[config.mk]
export PLATFORM = sky130hd
export DESIGN_NAME = oscillometric_bp_estimator
export DESIGN_NICKNAME = d
export VERILOG_FILES = /design/src/design/bpe_pkg.sv /design/src/design/oscillometric_bp_estimator.sv /design/src/design/bpe_ram.sv /design/src/design/bpe_fifo.sv /design/src/design/bpe_front.sv /design/src/design/bpe_back.sv
export SDC_FILE = /design/constraint.sdc
export NUM_CORES = 2
export LEC_CHECK = 0
export BUFFER_PORTS_ARGS = -buffer_cell sky130_fd_sc_hd__buf_4
export CAP_MARGIN = 20
export CELL_PAD_IN_SITES_DETAIL_PLACEMENT = 1
export CELL_PAD_IN_SITES_GLOBAL_PLACEMENT = 1
export CORE_ASPECT_RATIO = 1.2
export CORE_MARGIN = 2
export CORE_UTILIZATION = 50
export CTS_CLUSTER_DIAMETER = 200
export DETAILED_ROUTE_END_ITERATION = 12
export HOLD_SLACK_MARGIN = 0.05
export PLACE_DENSITY = 0.86
export SYNTH_ARGS = -nofsm -noshare
export SYNTH_HDL_FRONTEND = slang
export SYNTH_SLANG_ARGS = --single-unit
export TNS_END_PERCENT = 20
[constraint.sdc]
create_clock -name clk_i -period 11.7 [get_ports clk_i]
set_input_delay 2.34 -clock clk_i [delete_from_list [all_inputs] [get_ports clk_i]]
set_output_delay 2.34 -clock clk_i [all_outputs]
set_load 0.02 [all_outputs]
[src/design/bpe_pkg.sv]
package bpe_pkg;

  localparam int unsigned ENVELOPE_DEPTH = 64;
  localparam int unsigned QUEUE_DEPTH    = 4;

  localparam int unsigned AMP_W   = 16;
  localparam int unsigned PRESS_W = 15;
  localparam int unsigned CV_W    = 9;
  localparam int unsigned CFG_W   = 16;
  localparam int unsigned USED_W  = 7;
  localparam int unsigned ENTRY_W = AMP_W + PRESS_W;

  localparam logic [PRESS_W-1:0] PRESSURE_LIMIT = 15'd50;
  localparam logic [PRESS_W-1:0] PRESSURE_MAX   = 15'd32767;
  localparam logic [PRESS_W-1:0] NO_MATCH_PRESS = 15'd1;

  localparam logic [CFG_W-1:0] THRESHOLD_RST = 16'd1000;
  localparam logic [CFG_W-1:0] GAIN_RST      = 16'd256;
  localparam logic [CFG_W-1:0] OFFSET_RST    = 16'd0;
  localparam logic [CFG_W-1:0] SYS_RATIO_RST = 16'd36045;
  localparam logic [CFG_W-1:0] DIA_RATIO_RST = 16'd52429;
  localparam logic [CFG_W-1:0] WINDOW_RST    = 16'd500;

  typedef enum logic [2:0] {
    CFG_BEAT_THRESHOLD  = 3'd0,
    CFG_PRESSURE_GAIN   = 3'd1,
    CFG_PRESSURE_OFFSET = 3'd2,
    CFG_SYSTOLIC_RATIO  = 3'd3,
    CFG_DIASTOLIC_RATIO = 3'd4,
    CFG_MATCH_WINDOW    = 3'd5
  } cfg_idx_e;

  typedef struct packed {
    logic [CFG_W-1:0]        beat_threshold;
    logic [CFG_W-1:0]        pressure_gain;
    logic signed [CFG_W-1:0] pressure_offset;
    logic [CFG_W-1:0]        systolic_ratio;
    logic [CFG_W-1:0]        diastolic_ratio;
    logic [CFG_W-1:0]        match_window;
  } cfg_t;

  // one word from the classifier to the envelope engine
  typedef struct packed {
    logic               append;
    logic               last;
    logic               overflow;
    logic [AMP_W-1:0]   amp;
    logic [PRESS_W-1:0] press;
  } cmd_t;

  localparam int unsigned CMD_W = $bits(cmd_t);

  typedef enum logic [2:0] {
    ST_IDLE  = 3'd0,
    ST_PEAK  = 3'd1,
    ST_CALC  = 3'd2,
    ST_BOUND = 3'd3,
    ST_MATCH = 3'd4
  } back_state_e;

endpackage

[src/design/oscillometric_bp_estimator.sv]
// Oscillometric blood pressure estimator.
// Input channel (in_valid_i / in_stall_o): one paired sample per word, a pulse
// amplitude and a cuff voltage in centivolts. Samples are taken one per cycle
// while in_stall_o is low; a classifier finds beats, tracks cuff pressure and
// posts envelope writes and end-of-measurement marks into a four-word queue.
// in_stall_o rises only while that queue is full.
// The envelope engine owns the store (one RAM of EnvelopeDepth entries). An
// end of measurement with N stored beats runs a peak scan and a window-match
// scan over the RAM read port, then loads a result into the output register.
// Output channel (out_valid_o / out_stall_i): one result word per measurement.
// The output register holds its word while the receiver stalls; the engine
// keeps draining envelope writes behind it and only waits at the next end.
// Configuration (cfg_valid_i / cfg_ready_o): always ready, index and 16 bit
// data, to be written by the user only while the block is idle; the block leaves this unenforced.
// Reset: asynchronous, clears the beat tracker, counts, queue and output
// valid, and loads the register defaults. The envelope RAM is not cleared:
// only entries written since the last measurement are ever read.
module oscillometric_bp_estimator import bpe_pkg::*; #(
  parameter int unsigned EnvelopeDepth = ENVELOPE_DEPTH
) (
  input  logic               clk_i,
  input  logic               rst_ni,
  input  logic               cfg_valid_i,
  output logic               cfg_ready_o,
  input  logic [2:0]         cfg_index_i,
  input  logic [CFG_W-1:0]   cfg_data_i,
  input  logic               in_valid_i,
  output logic               in_stall_o,
  input  logic [AMP_W-1:0]   amplitude_sample_i,
  input  logic [CV_W-1:0]    pressure_centivolts_i,
  output logic               out_valid_o,
  input  logic               out_stall_i,
  output logic [PRESS_W-1:0] mean_pressure_o,
  output logic [PRESS_W-1:0] systolic_pressure_o,
  output logic [PRESS_W-1:0] diastolic_pressure_o,
  output logic [USED_W-1:0]  beats_used_o,
  output logic               beats_dropped_o
);

  cfg_t             cfg_q;
  cmd_t             push_cmd, pop_cmd;
  logic             push, pop, q_empty, q_full;
  logic [CMD_W-1:0] pop_word;

  assign cfg_ready_o = 1'b1;

  always_ff @(posedge clk_i or negedge rst_ni) begin
    if (!rst_ni) begin
      cfg_q.beat_threshold  <= THRESHOLD_RST;
      cfg_q.pressure_gain   <= GAIN_RST;
      cfg_q.pressure_offset <= OFFSET_RST;
      cfg_q.systolic_ratio  <= SYS_RATIO_RST;
      cfg_q.diastolic_ratio <= DIA_RATIO_RST;
      cfg_q.match_window    <= WINDOW_RST;
    end else if (cfg_valid_i && cfg_ready_o) begin
      unique case (cfg_idx_e'(cfg_index_i))
        CFG_BEAT_THRESHOLD:  cfg_q.beat_threshold  <= cfg_data_i;
        CFG_PRESSURE_GAIN:   cfg_q.pressure_gain   <= cfg_data_i;
        CFG_PRESSURE_OFFSET: cfg_q.pressure_offset <= cfg_data_i;
        CFG_SYSTOLIC_RATIO:  cfg_q.systolic_ratio  <= cfg_data_i;
        CFG_DIASTOLIC_RATIO: cfg_q.diastolic_ratio <= cfg_data_i;
        CFG_MATCH_WINDOW:    cfg_q.match_window    <= cfg_data_i;
        default: ;
      endcase
    end
  end

  bpe_front #(
    .EnvelopeDepth(EnvelopeDepth)
  ) u_front (
    .clk_i                 (clk_i),
    .rst_ni                (rst_ni),
    .cfg_i                 (cfg_q),
    .in_valid_i            (in_valid_i),
    .in_stall_o            (in_stall_o),
    .amplitude_sample_i    (amplitude_sample_i),
    .pressure_centivolts_i (pressure_centivolts_i),
    .push_o                (push),
    .cmd_o                 (push_cmd),
    .queue_full_i          (q_full)
  );

  bpe_fifo #(
    .Width(CMD_W),
    .Depth(QUEUE_DEPTH)
  ) u_queue (
    .clk_i   (clk_i),
    .rst_ni  (rst_ni),
    .push_i  (push),
    .wdata_i (push_cmd),
    .pop_i   (pop),
    .rdata_o (pop_word),
    .empty_o (q_empty),
    .full_o  (q_full)
  );

  assign pop_cmd = cmd_t'(pop_word);

  bpe_back #(
    .EnvelopeDepth(EnvelopeDepth)
  ) u_back (
    .clk_i                (clk_i),
    .rst_ni               (rst_ni),
    .cfg_i                (cfg_q),
    .cmd_i                (pop_cmd),
    .queue_empty_i        (q_empty),
    .pop_o                (pop),
    .out_valid_o          (out_valid_o),
    .out_stall_i          (out_stall_i),
    .mean_pressure_o      (mean_pressure_o),
    .systolic_pressure_o  (systolic_pressure_o),
    .diastolic_pressure_o (diastolic_pressure_o),
    .beats_used_o         (beats_used_o),
    .beats_dropped_o      (beats_dropped_o)
  );

endmodule

[src/design/bpe_ram.sv]
module bpe_ram #(
  parameter int unsigned Width = 8,
  parameter int unsigned Depth = 16
) (
  input  logic                     clk_i,
  input  logic                     we_i,
  input  logic [$clog2(Depth)-1:0] waddr_i,
  input  logic [Width-1:0]         wdata_i,
  input  logic [$clog2(Depth)-1:0] raddr_i,
  output logic [Width-1:0]         rdata_o
);

  logic [Width-1:0] mem_q [Depth];
  logic [Width-1:0] rdata_q;

  always_ff @(posedge clk_i) begin
    if (we_i) begin
      mem_q[waddr_i] <= wdata_i;
    end
    rdata_q <= mem_q[raddr_i];
  end

  assign rdata_o = rdata_q;

endmodule

[src/design/bpe_fifo.sv]
module bpe_fifo #(
  parameter int unsigned Width = 8,
  parameter int unsigned Depth = 4
) (
  input  logic             clk_i,
  input  logic             rst_ni,
  input  logic             push_i,
  input  logic [Width-1:0] wdata_i,
  input  logic             pop_i,
  output logic [Width-1:0] rdata_o,
  output logic             empty_o,
  output logic             full_o
);

  localparam int unsigned PtrW = (Depth > 1) ? $clog2(Depth) : 1;
  localparam int unsigned CntW = $clog2(Depth + 1);
  localparam logic [PtrW-1:0] LastPtr = PtrW'(Depth - 1);

  logic [Width-1:0] slot_q [Depth];
  logic [PtrW-1:0]  wptr_q, wptr_d, rptr_q, rptr_d;
  logic [CntW-1:0]  cnt_q, cnt_d;
  logic             do_push, do_pop;

  assign empty_o = (cnt_q == '0);
  assign full_o  = (cnt_q == CntW'(Depth));
  assign do_push = push_i && !full_o;
  assign do_pop  = pop_i && !empty_o;
  assign rdata_o = slot_q[rptr_q];

  always_comb begin
    wptr_d = wptr_q;
    rptr_d = rptr_q;
    cnt_d  = cnt_q;
    if (do_push) begin
      wptr_d = (wptr_q == LastPtr) ? '0 : wptr_q + 1'b1;
    end
    if (do_pop) begin
      rptr_d = (rptr_q == LastPtr) ? '0 : rptr_q + 1'b1;
    end
    if (do_push && !do_pop) begin
      cnt_d = cnt_q + 1'b1;
    end else if (do_pop && !do_push) begin
      cnt_d = cnt_q - 1'b1;
    end
  end

  always_ff @(posedge clk_i or negedge rst_ni) begin
    if (!rst_ni) begin
      wptr_q <= '0;
      rptr_q <= '0;
      cnt_q  <= '0;
    end else begin
      wptr_q <= wptr_d;
      rptr_q <= rptr_d;
      cnt_q  <= cnt_d;
    end
  end

  always_ff @(posedge clk_i) begin
    if (do_push) begin
      slot_q[wptr_q] <= wdata_i;
    end
  end

endmodule

[src/design/bpe_front.sv]
module bpe_front import bpe_pkg::*; #(
  parameter int unsigned EnvelopeDepth = ENVELOPE_DEPTH
) (
  input  logic               clk_i,
  input  logic               rst_ni,
  input  cfg_t               cfg_i,
  input  logic               in_valid_i,
  output logic               in_stall_o,
  input  logic [AMP_W-1:0]   amplitude_sample_i,
  input  logic [CV_W-1:0]    pressure_centivolts_i,
  output logic               push_o,
  output cmd_t               cmd_o,
  input  logic               queue_full_i
);

  localparam int unsigned CntW = $clog2(EnvelopeDepth + 1);
  localparam int unsigned ProdW = CV_W + CFG_W;
  localparam int unsigned SumW = ProdW + 2;

  logic [AMP_W-1:0]   prev_q, prev_d;
  logic               open_q, open_d;
  logic [AMP_W-1:0]   peak_a_q, peak_a_d;
  logic [PRESS_W-1:0] peak_p_q, peak_p_d;
  logic [CntW-1:0]    cnt_q, cnt_d;
  logic               ovf_q, ovf_d;

  logic [ProdW-1:0]       prod;
  logic signed [SumW-1:0] sum;
  logic [SumW-9:0]        scaled;
  logic [PRESS_W-1:0]     press;
  logic [AMP_W-1:0]       amp;
  logic                   accept, append, last;

  assign in_stall_o = queue_full_i;
  assign accept     = in_valid_i && !in_stall_o;

  // Q8.8 pressure, floored then clamped to the 15 bit range
  always_comb begin
    prod   = ProdW'(pressure_centivolts_i) * ProdW'(cfg_i.pressure_gain);
    sum    = $signed({2'b00, prod}) + SumW'(cfg_i.pressure_offset);
    scaled = sum[SumW-1:8];
    if (sum[SumW-1]) begin
      press = '0;
    end else if (scaled > (SumW-8)'(PRESSURE_MAX)) begin
      press = PRESSURE_MAX;
    end else begin
      press = scaled[PRESS_W-1:0];
    end
  end

  always_comb begin
    prev_d   = prev_q;
    open_d   = open_q;
    peak_a_d = peak_a_q;
    peak_p_d = peak_p_q;
    cnt_d    = cnt_q;
    ovf_d    = ovf_q;
    amp      = '0;
    append   = 1'b0;
    last     = 1'b0;

    // a beat amplitude shows up only on a falling edge
    if (amplitude_sample_i < prev_q) begin
      amp    = prev_q;
      prev_d = '0;
    end else begin
      prev_d = amplitude_sample_i;
    end

    if (amp > cfg_i.beat_threshold) begin
      if (press > PRESSURE_LIMIT) begin
        if (!open_q || amp > peak_a_q) begin
          peak_a_d = amp;
          peak_p_d = press;
        end
        open_d = 1'b1;
      end
    end else if (open_q) begin
      if (cnt_q != CntW'(EnvelopeDepth)) begin
        append = 1'b1;
        cnt_d  = cnt_q + 1'b1;
      end else begin
        ovf_d = 1'b1;
      end
      open_d   = 1'b0;
      peak_a_d = '0;
      peak_p_d = '0;
    end

    if (cnt_d != '0 && press < PRESSURE_LIMIT) begin
      last = 1'b1;
    end

    cmd_o.append   = append;
    cmd_o.last     = last;
    cmd_o.overflow = ovf_d;
    cmd_o.amp      = peak_a_q;
    cmd_o.press    = peak_p_q;

    if (last) begin
      cnt_d = '0;
      ovf_d = 1'b0;
    end
  end

  assign push_o = accept && (append || last);

  always_ff @(posedge clk_i or negedge rst_ni) begin
    if (!rst_ni) begin
      prev_q   <= '0;
      open_q   <= 1'b0;
      peak_a_q <= '0;
      peak_p_q <= '0;
      cnt_q    <= '0;
      ovf_q    <= 1'b0;
    end else if (accept) begin
      prev_q   <= prev_d;
      open_q   <= open_d;
      peak_a_q <= peak_a_d;
      peak_p_q <= peak_p_d;
      cnt_q    <= cnt_d;
      ovf_q    <= ovf_d;
    end
  end

endmodule

[src/design/bpe_back.sv]
module bpe_back import bpe_pkg::*; #(
  parameter int unsigned EnvelopeDepth = ENVELOPE_DEPTH
) (
  input  logic               clk_i,
  input  logic               rst_ni,
  input  cfg_t               cfg_i,
  input  cmd_t               cmd_i,
  input  logic               queue_empty_i,
  output logic               pop_o,
  output logic               out_valid_o,
  input  logic               out_stall_i,
  output logic [PRESS_W-1:0] mean_pressure_o,
  output logic [PRESS_W-1:0] systolic_pressure_o,
  output logic [PRESS_W-1:0] diastolic_pressure_o,
  output logic [USED_W-1:0]  beats_used_o,
  output logic               beats_dropped_o
);

  localparam int unsigned AddrW = $clog2(EnvelopeDepth);
  localparam int unsigned CntW  = $clog2(EnvelopeDepth + 1);
  localparam int unsigned ProdW = AMP_W + CFG_W;

  back_state_e state_q, state_d;

  logic [CntW-1:0]    wcnt_q, wcnt_d;
  logic [CntW-1:0]    scan_cnt_q;
  logic               scan_ovf_q;
  logic [CntW-1:0]    rd_idx_q;
  logic               rvalid_q;
  logic [AMP_W-1:0]   peak_a_q;
  logic [PRESS_W-1:0] peak_p_q;
  logic [ProdW-1:0]   prod_s_q, prod_d_q;
  logic [AMP_W-1:0]   lo_s_q, lo_d_q;
  logic [AMP_W:0]     hi_s_q, hi_d_q;
  logic [PRESS_W-1:0] sys_q, dia_q;

  logic               out_valid_q;
  logic [PRESS_W-1:0] mean_q, sys_out_q, dia_out_q;
  logic [USED_W-1:0]  used_q;
  logic               dropped_q;

  logic               issue, scan_done, out_free, load_out, start_scan, start_match;
  logic [ENTRY_W-1:0] rdata;
  logic [AMP_W-1:0]   r_amp;
  logic [PRESS_W-1:0] r_press;
  logic [ProdW-1:0]   win;
  logic [ProdW:0]     hi_sum_s, hi_sum_d;

  assign r_amp     = rdata[ENTRY_W-1:PRESS_W];
  assign r_press   = rdata[PRESS_W-1:0];
  assign scan_done = (rd_idx_q == scan_cnt_q) && !rvalid_q;
  assign out_free  = !out_valid_q || !out_stall_i;
  assign win       = {cfg_i.match_window, 16'b0};
  assign hi_sum_s  = {1'b0, prod_s_q} + {1'b0, win};
  assign hi_sum_d  = {1'b0, prod_d_q} + {1'b0, win};

  always_comb begin
    wcnt_d = wcnt_q;
    if (pop_o && cmd_i.append) begin
      wcnt_d = wcnt_q + 1'b1;
    end
  end

  bpe_ram #(
    .Width(ENTRY_W),
    .Depth(EnvelopeDepth)
  ) u_env_ram (
    .clk_i   (clk_i),
    .we_i    (pop_o && cmd_i.append),
    .waddr_i (wcnt_q[AddrW-1:0]),
    .wdata_i ({cmd_i.amp, cmd_i.press}),
    .raddr_i (rd_idx_q[AddrW-1:0]),
    .rdata_o (rdata)
  );

  // next state
  always_comb begin
    state_d = state_q;
    unique case (state_q)
      ST_IDLE: begin
        if (!queue_empty_i && cmd_i.last) begin
          state_d = ST_PEAK;
        end
      end
      ST_PEAK: begin
        if (scan_done) begin
          state_d = ST_CALC;
        end
      end
      ST_CALC:  state_d = ST_BOUND;
      ST_BOUND: state_d = ST_MATCH;
      ST_MATCH: begin
        if (scan_done && out_free) begin
          state_d = ST_IDLE;
        end
      end
      default: state_d = ST_IDLE;
    endcase
  end

  // control outputs
  always_comb begin
    pop_o       = 1'b0;
    issue       = 1'b0;
    load_out    = 1'b0;
    start_scan  = 1'b0;
    start_match = 1'b0;
    unique case (state_q)
      ST_IDLE: begin
        pop_o      = !queue_empty_i;
        start_scan = !queue_empty_i && cmd_i.last;
      end
      ST_PEAK:  issue = (rd_idx_q != scan_cnt_q);
      ST_CALC:  ;
      ST_BOUND: start_match = 1'b1;
      ST_MATCH: begin
        issue    = (rd_idx_q != scan_cnt_q);
        load_out = scan_done && out_free;
      end
      default: ;
    endcase
  end

  always_ff @(posedge clk_i or negedge rst_ni) begin
    if (!rst_ni) begin
      state_q     <= ST_IDLE;
      wcnt_q      <= '0;
      rd_idx_q    <= '0;
      rvalid_q    <= 1'b0;
      out_valid_q <= 1'b0;
    end else begin
      state_q  <= state_d;
      rvalid_q <= issue;
      if (start_scan) begin
        wcnt_q <= '0;
      end else begin
        wcnt_q <= wcnt_d;
      end
      if (start_scan || start_match) begin
        rd_idx_q <= '0;
      end else if (issue) begin
        rd_idx_q <= rd_idx_q + 1'b1;
      end
      if (load_out) begin
        out_valid_q <= 1'b1;
      end else if (!out_stall_i) begin
        out_valid_q <= 1'b0;
      end
    end
  end

  always_ff @(posedge clk_i) begin
    if (start_scan) begin
      scan_cnt_q <= wcnt_d;
      scan_ovf_q <= cmd_i.overflow;
      peak_a_q   <= '0;
      peak_p_q   <= '0;
      sys_q      <= NO_MATCH_PRESS;
      dia_q      <= NO_MATCH_PRESS;
    end
    // first entry with the largest amplitude wins
    if (state_q == ST_PEAK && rvalid_q && r_amp > peak_a_q) begin
      peak_a_q <= r_amp;
      peak_p_q <= r_press;
    end
    if (state_q == ST_CALC) begin
      prod_s_q <= ProdW'(peak_a_q) * ProdW'(cfg_i.systolic_ratio);
      prod_d_q <= ProdW'(peak_a_q) * ProdW'(cfg_i.diastolic_ratio);
    end
    if (state_q == ST_BOUND) begin
      lo_s_q <= (prod_s_q >= win) ? AMP_W'((prod_s_q - win) >> 16) : '0;
      lo_d_q <= (prod_d_q >= win) ? AMP_W'((prod_d_q - win) >> 16) : '0;
      hi_s_q <= hi_sum_s[ProdW:16];
      hi_d_q <= hi_sum_d[ProdW:16];
    end
    // last entry inside each window wins
    if (state_q == ST_MATCH && rvalid_q) begin
      if (r_amp > lo_s_q && {1'b0, r_amp} < hi_s_q) begin
        sys_q <= r_press;
      end
      if (r_amp > lo_d_q && {1'b0, r_amp} < hi_d_q) begin
        dia_q <= r_press;
      end
    end
    if (load_out) begin
      mean_q    <= peak_p_q;
      sys_out_q <= sys_q;
      dia_out_q <= dia_q;
      used_q    <= USED_W'(scan_cnt_q);
      dropped_q <= scan_ovf_q;
    end
  end

  assign out_valid_o          = out_valid_q;
  assign mean_pressure_o      = mean_q;
  assign systolic_pressure_o  = sys_out_q;
  assign diastolic_pressure_o = dia_out_q;
  assign beats_used_o         = used_q;
  assign beats_dropped_o      = dropped_q;

endmodule

==> results.md <==
- Number of flops mapped to enable cells by yosys: 2342
- Fraction of registers with async set/reset: 6.90%
- Clock tree sinks: 2581
- Commonest cells in the synthesized netlist: 2342 x edfxtp_1, 805 x inv_1, 685 x mux4_2
- Ratio of cells with drive above 1 in the final layout: 19.6%
- Root Buffer Master: clkbuf_16
- Setup TNS after final layout: 0 ns
- Combined area of all synthesized cells: 125000 µm²
- Overall die area: about 250000 µm²
- Maximum operating frequency: 0.0956 GHz
- Library cells used by synthesis: just under 100
- Final weighted congestion of routability-driven global placement: 0.856
- Die extent in y: roughly 550 µm
- # setup viols final: 0
- CTS tree: yes
- Area growth from synthesis to layout: 11.2%
- Shortest clock period the worst path allows after layout: between 10 and 15 ns
- Largest cells by area after synthesis: edfxtp_1 56%, mux4_2 12%, fa_1 7.9%
- Tightest Pin Transition: 1.32 ns
- Final hold violation count: 0
- Mapped Avg Cell Area: approximately 16 µm²
- Post-synthesis cell type with the largest combined area: edfxtp_1
- Number of iterations in the first detailed-routing pass: 5
- Endpoint required time on the critical path: 12.53 ns
- Setup bufs post-CTS: 0
- Synthesis Warnings: 0
- Status: finished, final reports clean
- Number of maximum-capacitance constraint violations: 0
- Cell with the most instances after synthesis: edfxtp_1
- Data arrival time of the worst path: 11.29 ns
- Detail-routed net length per standard cell: between 30 and 40 µm
- Class of the worst hold path: reg2reg
- Detail Placement HPWL: 220000 µm
- Ratio of routed vias to standard cells: between 6 and 7
- Port Buf Inserts: slightly above 100
- Quantity of gates resized following cts: 0
- Clk pin slew, worst setup/hold paths: roughly 0.07 ns
- Post-DRT Antenna Nets: 0
- Worst-Skew Late Latency: 0.97 ns
- Drt total wl: 387000 µm
- Vias in the first global route: 79200
- Cell type of the slowest stage on the worst timing path: a21boi_0
- Via count: 73300
- Largest net degree at the start of global routing: 153
- Dominant synthesized flop cell: edfxtp_1
- Worst setup SP type: input port
- Setup repair after global routing missed its margin: false
- Normalized max-slew margin: 12.1%
- Number of fillers in the final layout: 22800
- Placeable core region: between 200000 and 250000 µm²
- Site row count: 201
- Share of synthesized area occupied by flip-flops and latches: around three fifths
- Starting density of the core: about half
- Total global routing overflow: 0
- Number of antenna violations at the first check in global routing: 31
- Wire length of the first global-routing pass: 551000 µm
- Die width: 461 µm
- Most common cell type on the critical path: fa_1
- Proportion of netlist area held by the largest area contributor: between 50 and 60%
- Maximum net fanout on the critical path: 16
- CP Capture Type: flop
- Number of buffers created by CTS: between 200 and 250
- Post-synthesis cell count: 7665
- Net count after synthesis: between 8000 and 9000
- Number of H-tree levels: 4
- Clk_skew: 0.0819 ns
- Initial DRC count: 8779
- Net count, final: 8836
- Hold buffer count at CTS: 0
- Worst Setup Path Type: in2reg
- Final Max Tran Viols: 0
- IO Pins: 105
- Number of buffers between clock root and the deepest sink: 4
- Overall global routing resource usage: 29.7%
- Flip-flop and latch count after synthesis: 2581
- Remaining design rule violation count: 0
- Critical Path Max Stage Delay: 0.58 ns
- Share of the clock period used by the worst path after layout: 89.4%
worst max-delay path, delay by kind of cell:
kind,cells,cell delay [ns]
AO/OA/AOI/OAI,12,3.42
adder cells (fa/ha/maj),8,3.41
AND/OR/NAND/NOR,6,1.08
XOR/XNOR,3,0.53
buffers and inverters,5,0.47
kinds of logic after synthesis:
group,Yosys count,synth area share (%)
adder cells (fa/ha/maj),970,12.6
AND/OR/NAND/NOR,1411,5.47
other,1,0.00299
multiplexers,825,13.6
AO/OA/AOI/OAI,558,3.08
buffers and inverters,1168,3.54
flip-flops,2581,60.7
XOR/XNOR,151,1.06
cell type report:
type	count	area (µm²)	share of cell area, %
Sequential cell	2581	76100	54.6
Multi-Input combinational cell	3916	45400	32.6
Clock buffer	326	6820	4.89
Antenna cell	15	37.5	0.0269
Timing Repair Buffer	268	2500	1.79
Inverter	805	3020	2.17
Tap cell	3349	4190	3.01
Clock inverter	121	1350	0.970
placed cells by master, fill, tap and decap left out, types with 141 or more instances in the layout:
cell type,instances
edfxtp_1,2342
clkbuf_16,249
nand2_1,546
mux4_2,684
inv_1,804
dfrtp_1,141
fa_1,492
nor2_1,160
buf_4,228
a21oi_1,157
ha_1,478
and2_1,312
sequential cells by signal, indices dropped and copies added (netlist names), 15 cells and up:
name,flops
cfg_q,96
u_back.hi_s_q,17
u_back.u_env_ram.mem_q,1984
u_back.sys_q,15
u_back.peak_a_q,16
u_queue.slot_q,136
u_front.prev_q,16
u_back.prod_s_q,32
u_front.peak_p_q,15
u_back.mean_pressure_o,15
u_back.lo_d_q,16
u_front.peak_a_q,16
u_back.peak_p_q,15
u_back.prod_d_q,32
u_back.diastolic_pressure_o,15
u_back.hi_d_q,17
u_back.systolic_pressure_o,15
u_back.u_env_ram.rdata_o,31
u_back.lo_s_q,16
u_back.dia_q,15
routing by layer:
layer | share of wire (%) | wire length, µm | track usage, %
met5 | 0.025 | 98 | 0
met4 | 6.2 | 23800 | 16.4
met3 | 8.4 | 32600 | 4.94
met2 | 51 | 197000 | 51.0
met1 | 34 | 133000 | 35.8
worst paths after layout:
| check | start | end | slack [ns] | depth (start not counted) |
|---|---|---|---|---|
| hold reg to reg | u_back.peak_p_q[2]$_SDFFCE_PN0P_ | u_back.mean_pressure_o[2]$_DFFE_PP_ | 0.43 | 0 |
| setup reg to reg | cfg_q[71]$_DFFE_PN0P_ | u_queue.cnt_q[2]$_DFFE_PN0P_ | 2.24 | 33 |
| max in group asynchronous | rst_ni | u_back.rd_idx_q[3]$_DFFE_PN0P_ | 7.86 | 3 |
| min in group asynchronous | rst_ni | cfg_q[40]$_DFFE_PN0P_ | 1.41 | 1 |
| setup / recovery | pressure_centivolts_i[0] | u_queue.cnt_q[2]$_DFFE_PN0P_ | 1.24 | 34 |
| hold / removal | u_back.peak_p_q[2]$_SDFFCE_PN0P_ | u_back.mean_pressure_o[2]$_DFFE_PP_ | 0.43 | 0 |
metrics by stage:
step | utilization (%) | hold WS (ns) | setup slack (ns) | area (µm²) | instances
floorplan | - | 0.400 | 1.18 | 125000 | 7665
global placement | 52.3 | 0.405 | 0.500 | 131000 | 10900
global route | 55.8 | 0.443 | 0.590 | 139000 | 11400
finish | 55.8 | 0.429 | 1.24 | 139000 | 11400
CTS | 55.6 | 0.428 | 1.24 | 139000 | 11300
detailed placement | 52.3 | 0.405 | 0.357 | 131000 | 10900
Power is not shown: default switching activity piles up to over one toggle a cycle in this logic, so the estimate is an artifact.
